### src/rtl/lgs_pkg.sv
`timescale 1ns / 1ps
package lgs_pkg;

    localparam int MAX_ROWS   = 64;
    localparam int MAX_COLS   = 64;
    localparam int LINE_DEPTH = MAX_COLS + 2;
    localparam int MAX_DIM    = (MAX_ROWS > MAX_COLS) ? MAX_ROWS : MAX_COLS;
    // padded position counters must hold max + 1
    localparam int POS_W      = $clog2(MAX_DIM + 2);
    localparam int LS_AW      = $clog2(LINE_DEPTH);
    localparam int CFG_W      = 7;
    localparam int CFG_IDX_W  = 2;
    localparam int IDX_W      = 6;

    typedef enum logic [CFG_IDX_W-1:0] {
        CFG_ROWS = 2'd0,
        CFG_COLS = 2'd1
    } t_cfg_idx;

    typedef struct packed {
        logic             next_live;
        logic [IDX_W-1:0] out_row;
        logic [IDX_W-1:0] out_col;
        logic             frame_done;
    } t_res;

    // line store access for one accepted cell: write at current column,
    // read ahead at the column of the next cell
    typedef struct packed {
        logic             en;
        logic [LS_AW-1:0] wr_addr;
        logic [1:0]       wr_data;   // [1] upper (old middle), [0] middle (new cell)
        logic [LS_AW-1:0] rd_addr;
    } t_ls_ctrl;

    // 0 acts as 1, anything above the maximum acts as the maximum
    function automatic logic [POS_W-1:0] clamp_size(input logic [CFG_W-1:0] v,
                                                    input int max_v);
        logic [POS_W-1:0] res;
        if (v == '0) begin
            res = POS_W'(1);
        end else if (v > CFG_W'(max_v)) begin
            res = POS_W'(max_v);
        end else begin
            res = POS_W'(v);
        end
        return res;
    endfunction

endpackage

### src/rtl/lgs_cell_if.sv
`timescale 1ns / 1ps
interface lgs_cell_if;
    logic valid;
    logic ready;
    logic cell_live;
    logic frame_start;

    modport source (output valid, output cell_live, output frame_start, input ready);
    modport sink   (input valid, input cell_live, input frame_start, output ready);
endinterface

### src/rtl/lgs_res_if.sv
`timescale 1ns / 1ps
interface lgs_res_if;
    logic                        valid;
    logic                        ready;
    logic                        next_live;
    logic [lgs_pkg::IDX_W-1:0]   out_row;
    logic [lgs_pkg::IDX_W-1:0]   out_col;
    logic                        frame_done;

    modport source (output valid, output next_live, output out_row, output out_col,
                    output frame_done, input ready);
    modport sink   (input valid, input next_live, input out_row, input out_col,
                    input frame_done, output ready);
endinterface

### src/rtl/lgs_cfg_if.sv
`timescale 1ns / 1ps
interface lgs_cfg_if;
    logic                          valid;
    logic                          ready;
    logic [lgs_pkg::CFG_IDX_W-1:0] index;
    logic [lgs_pkg::CFG_W-1:0]     data;

    modport source (output valid, output index, output data, input ready);
    modport sink   (input valid, input index, input data, output ready);
endinterface

### src/rtl/lgs_line_store.sv
`timescale 1ns / 1ps
module lgs_line_store (
    input  logic                 i_clk,
    input  logic                 i_rst_n,
    input  lgs_pkg::t_ls_ctrl    i_ctrl,
    output logic [1:0]           o_rd_data
);

    logic [1:0]                     r_mem [lgs_pkg::LINE_DEPTH];
    logic [lgs_pkg::LINE_DEPTH-1:0] r_valid;
    logic [1:0]                     r_rd_data;

    always_ff @(posedge i_clk) begin
        if (i_ctrl.en) begin
            r_mem[i_ctrl.wr_addr] <= i_ctrl.wr_data;
        end
    end

    // entries never written since reset read as zero
    always_ff @(posedge i_clk) begin
        if (!i_rst_n) begin
            r_valid   <= '0;
            r_rd_data <= '0;
        end else if (i_ctrl.en) begin
            r_valid[i_ctrl.wr_addr] <= 1'b1;
            // next address never equals the write address, so no bypass
            r_rd_data <= r_valid[i_ctrl.rd_addr] ? r_mem[i_ctrl.rd_addr] : 2'b00;
        end
    end

    assign o_rd_data = r_rd_data;

endmodule

### src/rtl/lgs_win_cell.sv
`timescale 1ns / 1ps
module lgs_win_cell (
    input  logic       i_clk,
    input  logic       i_rst_n,
    input  logic       i_shift,
    input  logic [2:0] i_col,
    output logic [2:0] o_col,
    output logic [1:0] o_sum
);

    logic [2:0] r_col;

    always_ff @(posedge i_clk) begin
        if (!i_rst_n) begin
            r_col <= '0;
        end else if (i_shift) begin
            r_col <= i_col;
        end
    end

    assign o_col = r_col;
    assign o_sum = 2'(r_col[0]) + 2'(r_col[1]) + 2'(r_col[2]);

endmodule

### src/rtl/life_generation_stencil.sv
`timescale 1ns / 1ps
// channel  dir  fields                                  transfer when
// i_cell   in   cell_live, frame_start                  i_cell.valid & i_cell.ready
// o_res    out  next_live, out_row, out_col, frame_done o_res.valid & o_res.ready
// i_cfg    in   index (0 rows_in_use, 1 cols_in_use), data  i_cfg.valid & i_cfg.ready
//
// One padded-frame cell per cycle while i_cell is ready; the result of an
// interior cell is registered at its transfer. The line store is read one cell
// ahead through its registered port, so each cell is taken without a wait.
// Reset clears counters, window and line store valid bits; no clearing pass.
// A two-entry output stage keeps i_cell ready while one result waits.
module life_generation_stencil (
    input  logic        i_clk,
    input  logic        i_rst_n,
    lgs_cell_if.sink    i_cell,
    lgs_res_if.source   o_res,
    lgs_cfg_if.sink     i_cfg
);

    logic [lgs_pkg::CFG_W-1:0] r_rows_cfg;
    logic [lgs_pkg::CFG_W-1:0] r_cols_cfg;
    logic [lgs_pkg::POS_W-1:0] r_row, r_col;
    logic [lgs_pkg::POS_W-1:0] n_row, n_col;

    logic [lgs_pkg::POS_W-1:0] rows, cols, row_last, col_last;
    logic [lgs_pkg::POS_W-1:0] cur_row, cur_col;
    logic                      in_fire, border, live, emit;
    logic [1:0]                ls_rd;
    logic                      up, mid;
    logic [2:0]                new_col, c0_col, c1_col;
    logic [1:0]                c0_sum, c1_sum;
    logic [3:0]                count;
    logic                      centre, nxt;
    lgs_pkg::t_ls_ctrl         ls_ctrl;
    lgs_pkg::t_res             res;

    logic                      r_out_valid, r_skid_valid;
    lgs_pkg::t_res             r_out, r_skid;

    // configuration
    assign i_cfg.ready = 1'b1;

    always_ff @(posedge i_clk) begin
        if (!i_rst_n) begin
            r_rows_cfg <= lgs_pkg::CFG_W'(lgs_pkg::MAX_ROWS);
            r_cols_cfg <= lgs_pkg::CFG_W'(lgs_pkg::MAX_COLS);
        end else if (i_cfg.valid) begin
            if (i_cfg.index == lgs_pkg::CFG_ROWS) begin
                r_rows_cfg <= i_cfg.data;
            end
            if (i_cfg.index == lgs_pkg::CFG_COLS) begin
                r_cols_cfg <= i_cfg.data;
            end
        end
    end

    assign rows     = lgs_pkg::clamp_size(r_rows_cfg, lgs_pkg::MAX_ROWS);
    assign cols     = lgs_pkg::clamp_size(r_cols_cfg, lgs_pkg::MAX_COLS);
    assign row_last = rows + lgs_pkg::POS_W'(1);
    assign col_last = cols + lgs_pkg::POS_W'(1);

    // position
    assign in_fire = i_cell.valid && i_cell.ready;
    assign cur_row = i_cell.frame_start ? '0 : r_row;
    assign cur_col = i_cell.frame_start ? '0 : r_col;

    assign border = (cur_row == '0) || (cur_row >= row_last) ||
                    (cur_col == '0) || (cur_col >= col_last);
    assign live   = !border && i_cell.cell_live;

    always_comb begin
        if (cur_col >= col_last) begin
            n_col = '0;
            n_row = (cur_row >= row_last) ? '0 : cur_row + lgs_pkg::POS_W'(1);
        end else begin
            n_col = cur_col + lgs_pkg::POS_W'(1);
            n_row = cur_row;
        end
    end

    always_ff @(posedge i_clk) begin
        if (!i_rst_n) begin
            r_row <= '0;
            r_col <= '0;
        end else if (in_fire) begin
            r_row <= n_row;
            r_col <= n_col;
        end
    end

    // line store; column 0 is always border, so its entry stays zero
    assign ls_ctrl.en      = in_fire;
    assign ls_ctrl.wr_addr = lgs_pkg::LS_AW'(cur_col);
    assign ls_ctrl.wr_data = {mid, live};
    assign ls_ctrl.rd_addr = lgs_pkg::LS_AW'(n_col);

    lgs_line_store u_line_store (
        .i_clk     (i_clk),
        .i_rst_n   (i_rst_n),
        .i_ctrl    (ls_ctrl),
        .o_rd_data (ls_rd)
    );

    assign up  = !i_cell.frame_start && ls_rd[1];
    assign mid = !i_cell.frame_start && ls_rd[0];

    // window: bit0 top, bit1 middle, bit2 bottom; two held columns behind the new one
    assign new_col = {live, mid, up};

    lgs_win_cell u_win_c0 (
        .i_clk   (i_clk),
        .i_rst_n (i_rst_n),
        .i_shift (in_fire),
        .i_col   (new_col),
        .o_col   (c0_col),
        .o_sum   (c0_sum)
    );

    lgs_win_cell u_win_c1 (
        .i_clk   (i_clk),
        .i_rst_n (i_rst_n),
        .i_shift (in_fire),
        .i_col   (c0_col),
        .o_col   (c1_col),
        .o_sum   (c1_sum)
    );

    assign centre = c0_col[1];
    assign count  = 4'(new_col[0]) + 4'(new_col[1]) + 4'(new_col[2]) +
                    4'(c0_sum) - 4'(centre) + 4'(c1_sum);
    assign nxt    = centre ? ((count == 4'd2) || (count == 4'd3)) : (count == 4'd3);

    assign emit = (cur_row >= lgs_pkg::POS_W'(2)) && (cur_col >= lgs_pkg::POS_W'(2)) &&
                  (cur_row <= row_last) && (cur_col <= col_last);

    assign res.next_live  = nxt;
    assign res.out_row    = lgs_pkg::IDX_W'(cur_row - lgs_pkg::POS_W'(2));
    assign res.out_col    = lgs_pkg::IDX_W'(cur_col - lgs_pkg::POS_W'(2));
    assign res.frame_done = (cur_row == row_last) && (cur_col == col_last);

    // output register with skid entry
    assign i_cell.ready = !r_skid_valid;

    always_ff @(posedge i_clk) begin
        if (!i_rst_n) begin
            r_out_valid  <= 1'b0;
            r_skid_valid <= 1'b0;
        end else if (!r_out_valid || o_res.ready) begin
            r_out_valid  <= r_skid_valid || (in_fire && emit);
            r_skid_valid <= 1'b0;
        end else if (in_fire && emit) begin
            r_skid_valid <= 1'b1;
        end
    end

    always_ff @(posedge i_clk) begin
        if (!r_out_valid || o_res.ready) begin
            r_out <= r_skid_valid ? r_skid : res;
        end else if (in_fire && emit) begin
            r_skid <= res;
        end
    end

    assign o_res.valid      = r_out_valid;
    assign o_res.next_live  = r_out.next_live;
    assign o_res.out_row    = r_out.out_row;
    assign o_res.out_col    = r_out.out_col;
    assign o_res.frame_done = r_out.frame_done;

endmodule

### src/flat_wrapper.sv
// flat-port wrapper written by rule: the top's interface ports become plain ports
module life_generation_stencil_flat 
  (i_clk, i_rst_n, i_cell_valid, i_cell_cell_live, i_cell_frame_start, i_cell_ready, o_res_valid, o_res_next_live, o_res_out_row, o_res_out_col, o_res_frame_done, o_res_ready, i_cfg_valid, i_cfg_index, i_cfg_data, i_cfg_ready);
  lgs_cell_if i_cell_i ();
  lgs_res_if o_res_i ();
  lgs_cfg_if i_cfg_i ();
  input  logic i_clk;
  input  logic i_rst_n;
  input wire logic [$bits(i_cell_i.valid)-1:0] i_cell_valid;
  input wire logic [$bits(i_cell_i.cell_live)-1:0] i_cell_cell_live;
  input wire logic [$bits(i_cell_i.frame_start)-1:0] i_cell_frame_start;
  output wire logic [$bits(i_cell_i.ready)-1:0] i_cell_ready;
  output wire logic [$bits(o_res_i.valid)-1:0] o_res_valid;
  output wire logic [$bits(o_res_i.next_live)-1:0] o_res_next_live;
  output wire logic [$bits(o_res_i.out_row)-1:0] o_res_out_row;
  output wire logic [$bits(o_res_i.out_col)-1:0] o_res_out_col;
  output wire logic [$bits(o_res_i.frame_done)-1:0] o_res_frame_done;
  input wire logic [$bits(o_res_i.ready)-1:0] o_res_ready;
  input wire logic [$bits(i_cfg_i.valid)-1:0] i_cfg_valid;
  input wire logic [$bits(i_cfg_i.index)-1:0] i_cfg_index;
  input wire logic [$bits(i_cfg_i.data)-1:0] i_cfg_data;
  output wire logic [$bits(i_cfg_i.ready)-1:0] i_cfg_ready;
  assign i_cell_i.valid = i_cell_valid;
  assign i_cell_i.cell_live = i_cell_cell_live;
  assign i_cell_i.frame_start = i_cell_frame_start;
  assign i_cell_ready = i_cell_i.ready;
  assign o_res_valid = o_res_i.valid;
  assign o_res_next_live = o_res_i.next_live;
  assign o_res_out_row = o_res_i.out_row;
  assign o_res_out_col = o_res_i.out_col;
  assign o_res_frame_done = o_res_i.frame_done;
  assign o_res_i.ready = o_res_ready;
  assign i_cfg_i.valid = i_cfg_valid;
  assign i_cfg_i.index = i_cfg_index;
  assign i_cfg_i.data = i_cfg_data;
  assign i_cfg_ready = i_cfg_i.ready;
  life_generation_stencil u_core (.i_clk(i_clk), .i_rst_n(i_rst_n), .i_cell(i_cell_i), .o_res(o_res_i), .i_cfg(i_cfg_i));
endmodule
### config.mk
export PLATFORM = sky130hd
export DESIGN_NAME = life_generation_stencil_flat
export DESIGN_NICKNAME = d
export VERILOG_FILES = /design/src/rtl/lgs_pkg.sv /design/src/rtl/lgs_cell_if.sv /design/src/rtl/lgs_res_if.sv /design/src/rtl/lgs_cfg_if.sv /design/src/rtl/lgs_line_store.sv /design/src/rtl/lgs_win_cell.sv /design/src/rtl/life_generation_stencil.sv /design/src/flat_wrapper.sv
export SDC_FILE = /design/constraint.sdc
export NUM_CORES = 1
export LEC_CHECK = 0
export ABC_AREA = 1
export BUFFER_PORTS_ARGS = -buffer_cell sky130_fd_sc_hd__buf_4
export CAP_MARGIN = 20
export CELL_PAD_IN_SITES_DETAIL_PLACEMENT = 1
export CELL_PAD_IN_SITES_GLOBAL_PLACEMENT = 2
export CORE_UTILIZATION = 36
export CTS_BUF_LIST = sky130_fd_sc_hd__clkbuf_4
export DETAILED_ROUTE_END_ITERATION = 10
export HOLD_SLACK_MARGIN = 0.03
export PLACE_DENSITY_LB_ADDON = 0.1
export RECOVER_POWER = 50
export SYNTH_ARGS = -nofsm -noshare
export SYNTH_HDL_FRONTEND = slang
export SYNTH_SLANG_ARGS = --single-unit
### constraint.sdc
create_clock -name i_clk -period 9.72 [get_ports i_clk]
set_input_delay 1.944 -clock i_clk [delete_from_list [all_inputs] [get_ports i_clk]]
set_output_delay 1.944 -clock i_clk [all_outputs]
set_load 0.01 [all_outputs]
==> impl_metrics.tcl <==
set metrics [dict create \
    insertion_delay_ns 0.75 \
    gp_congestion 0.778 \
    r2r_start "u_core.r_cols_cfg[2]" \
    async_reset_ff_frac 0 \
    startpoint_type "input pin" \
    dieArea_um2 35000 \
    post-route-period-util 0.804 \
    synth_edf_count 160 \
    reg2regPathDepth 28 \
    power_frac_comb 0.105 \
    design_area_um2 14000 \
    layout.nets 1559 \
    path_cells "clkbuf_1 > inv_1 > nand2_1 > clkbuf_1 > ha_1 > nand3_1 > nand3_4 > inv_1 > nand3_1 > a311oi_4 > fa_1 > fa_1 > inv_1 > fa_1 > inv_1 > ha_1 > fa_1 > o21ai_0 > nor3_1 > nand2_1 > nand2_1" \
    io_pins 33 \
    dpl-instance-area_um2 13000 \
    clock-sinks 264 \
    p_sw_uw 695 \
    syn-num-nets 1494 \
    slew_viol_final 101 \
    power.total_mw 2.59 \
    synth_compound_area_frac 0.0534 \
    ant_nets 0 \
    overflow 0 \
    timing.fmax_ghz 0.128 \
    yosysUniqueCellTypes 40 \
    fin_setup_tns_ns 0 \
    slew-limit-headroom -1.23 \
    min_path_cells 2 \
    rows 67 \
    antenna_found_initial 2 \
    synth_area_um2 12300 \
    clock_path_buffers 3 \
    min_period_ns 7.82 \
    r2r_setup_slack_ns 3.11 \
    cts_hold_buf 0 \
    cts_max_level 3 \
    synthMuxAreaShare 0 \
    utilization 0.415 \
    wl_per_cell_um 18.2 \
    switching_share 0.268 \
    numPortBuffers 31 \
    finalHoldWorstSlack_ns 0.461 \
    dp_hpwl_um 22600 \
    cpMaxStageDelayCell "clkbuf_1" \
    synthTopCellsByArea "edfxtp_1 (39%), dfxtp_1 (17%), nor2_1 (9.9%), nand2_1 (8.9%), nand3_1 (5.6%)" \
    cts.clk_slew.worst_paths_ns 0.06 \
    firstDrtPassIters 5 \
    slowest_delay_ns 0.80 \
    vdd_drop_max_v 0.0000817 \
    cp.arrival_ns 8.42 \
    clkPwrFrac 0.430 \
    crit_buf_inv 6 \
    grt_pass1_wl_um 57400 \
    drt-total-wl_um 36700 \
    rsz0062_at_grt "no" \
    ys.flop_type "edfxtp_1" \
    yosysTopAreaCellShare 0.389 \
    postCtsSetupRepairBufs 0 \
    drv_cap 3 \
    violations "capacitance limit, slew limit" \
    yosysMostFrequentCell "nor2_1" \
    p_per_area_nw_per_um2 186 \
    drc 0 \
    cellLeakagePower_nw 5.67 \
    ys_ff_latch 264 \
    synth_top_family_by_area "simple AND/OR/NAND/NOR gates" \
    crit_required_ns 10.33 \
    clockRootBuffer "clkbuf_4" \
    internal_power_mw 1.90 \
    critPathKind "in -> reg" \
    syn_inst 1439 \
    synth-xor-area-share 0.0121 \
    drt-initial-drc-count 476 \
    syn2layout_area_growth_pct 13.2 \
    path_delay_family "adder cells" \
    cts_tree "done" \
    cts_made_buffers 76 \
    fill_cells 4033 \
    yosys.area_share.simple 0.268 \
    vias 9973 \
    start_util 0.367 \
    yosysWarnings 0 \
    syn_avg_cell_area_um2 8.57 \
    vias_per_cell 4.94 \
    dieHeight_um 187 \
    hp-class "reg -> reg" \
    grt_start_max_net_pins 69 \
    hold_viol 0 \
    synth_common_cells "nor2_1 (324), nand2_1 (291), edfxtp_1 (160)" \
    core_area_um2 33600 \
    synth_top_cell_by_area "edfxtp_1" \
    ctsResizeCount 0 \
    hold_start "u_core.u_line_store.r_valid[54]" \
    tightest_slew_ns 3.34 \
    grt_usage 0.214 \
    synth_seq_area_share 0.558 \
    end_kind "flip-flop" \
    fin_skew_ns 0.0500 \
    cp_max_fo 18 \
    layout-drive-gt1-share 0.108 \
    grt_pass1_vias 10300 \
    hold_end "u_core.u_line_store.r_valid[54]" \
    status "finished with violations" \
    setup_violations 0 \
    synth_fa_ha_area_frac 0.0426 \
    sequentialPowerShare 0.465 \
    reg2reg_to "u_core.o_res.next_live" \
    die_w_um 187 \
]
==> final cells by class <==
| type | instances | area [µm²] | share of cell area |
|---|---|---|---|
| clock inverter | 18 | 123 | 0.00878 |
| multi-input combinational | 975 | 4660 | 0.334 |
| tap | 448 | 561 | 0.0401 |
| timing repair buffer | 44 | 264 | 0.0189 |
| antenna | 4 | 10.0 | 0.000717 |
| inverter | 143 | 537 | 0.0384 |
| sequential | 264 | 6890 | 0.493 |
| clock buffer | 123 | 923 | 0.0661 |
==> layer usage <==
layer  GRT usage  up-vias  part of all wire
met4      0.0643        0             0.019
met5           0        -                 0
li1            -     4877                 -
met3      0.0415       67             0.037
met2       0.340      164              0.45
met1       0.293     4865              0.49
==> power by group through the flow <==
stage | clock network (mW) | registers (mW) | logic (mW)
finish | 1.11 | 1.21 | 0.272
CTS | 1.15 | 1.21 | 0.282
global placement | 0 | 1.23 | 0.275
floorplan | 0 | 1.23 | 0.182
detailed placement | 0 | 1.23 | 0.280
global route | 1.20 | 1.21 | 0.307
==> registers in the layout, indices dropped and copies added (netlist names) <==
name                           flops
u_core.o_res.frame_done            1
u_core.o_res.next_live             1
u_core.o_res.out_col               6
u_core.o_res.out_row               6
u_core.o_res.valid                 1
u_core.r_col                       7
u_core.r_cols_cfg                  7
u_core.r_row                       7
u_core.r_rows_cfg                  7
u_core.r_skid                     14
u_core.r_skid_valid                1
u_core.u_line_store.o_rd_data      2
u_core.u_line_store.r_mem        132
u_core.u_line_store.r_valid       66
u_core.u_win_c0.o_col              3
u_core.u_win_c1.o_col              3
==> worst max-delay path by stage <==
stage | slack (ns) | cells after the start | start | endpoint
after floorplan | 0.22 | 21 | i_cell_frame_start | u_core.o_res.next_live
after global placement | 2.71 | 23 | i_cell_frame_start | u_core.o_res.next_live
after detailed placement | 2.55 | 23 | i_cell_frame_start | u_core.o_res.next_live
after CTS | 3.34 | 23 | i_cell_frame_start | u_core.o_res.next_live
after global routing | 1.53 | 21 | i_cell_frame_start | u_core.o_res.next_live
final | 1.90 | 21 | i_cell_frame_start | u_core.o_res.next_live
==> kinds of logic after synthesis <==
| logic type | count (synthesis) |
|---|---|
| DFF | 264 |
| adders and majority gates | 39 |
| other | 1 |
| AOI/OAI and AO/OA | 122 |
| and+or+nand+nor | 796 |
| buffers and inverters | 200 |
| xor gates and xnor gates | 17 |
==> cell usage in the layout, fill, tap and decap left out, types with 4 or more instances in the layout <==
cell type,count
nor2_1,323
nor3_1,15
nand4_1,9
dfxtp_1,104
ha_1,34
clkbuf_1,21
nor2_4,4
nand3_1,139
a21oi_1,35
o21ai_0,73
nand2_1,292
diode_2,4
inv_2,5
edfxtp_1,160
inv_1,137
xor2_1,14
clkinv_1,15
nor4_1,4
fa_1,5
buf_4,20
clkbuf_4,125
==> tightest hold or removal path, cell delays in order (launching register included) <==
cell and delay [ns]:
dfxtp_1 0.32, nor2_1 0.04, nor2_1 0.06
==> metrics by stage <==
stage | std cells | setup WS [ns]
after global placement | 1873 | 2.71
after floorplan | 1439 | 0.225
final | 2019 | 1.90
after CTS | 2014 | 3.34
after detailed placement | 1873 | 2.55
after global routing | 2017 | 1.53
(Power assumes the default switching activity.)
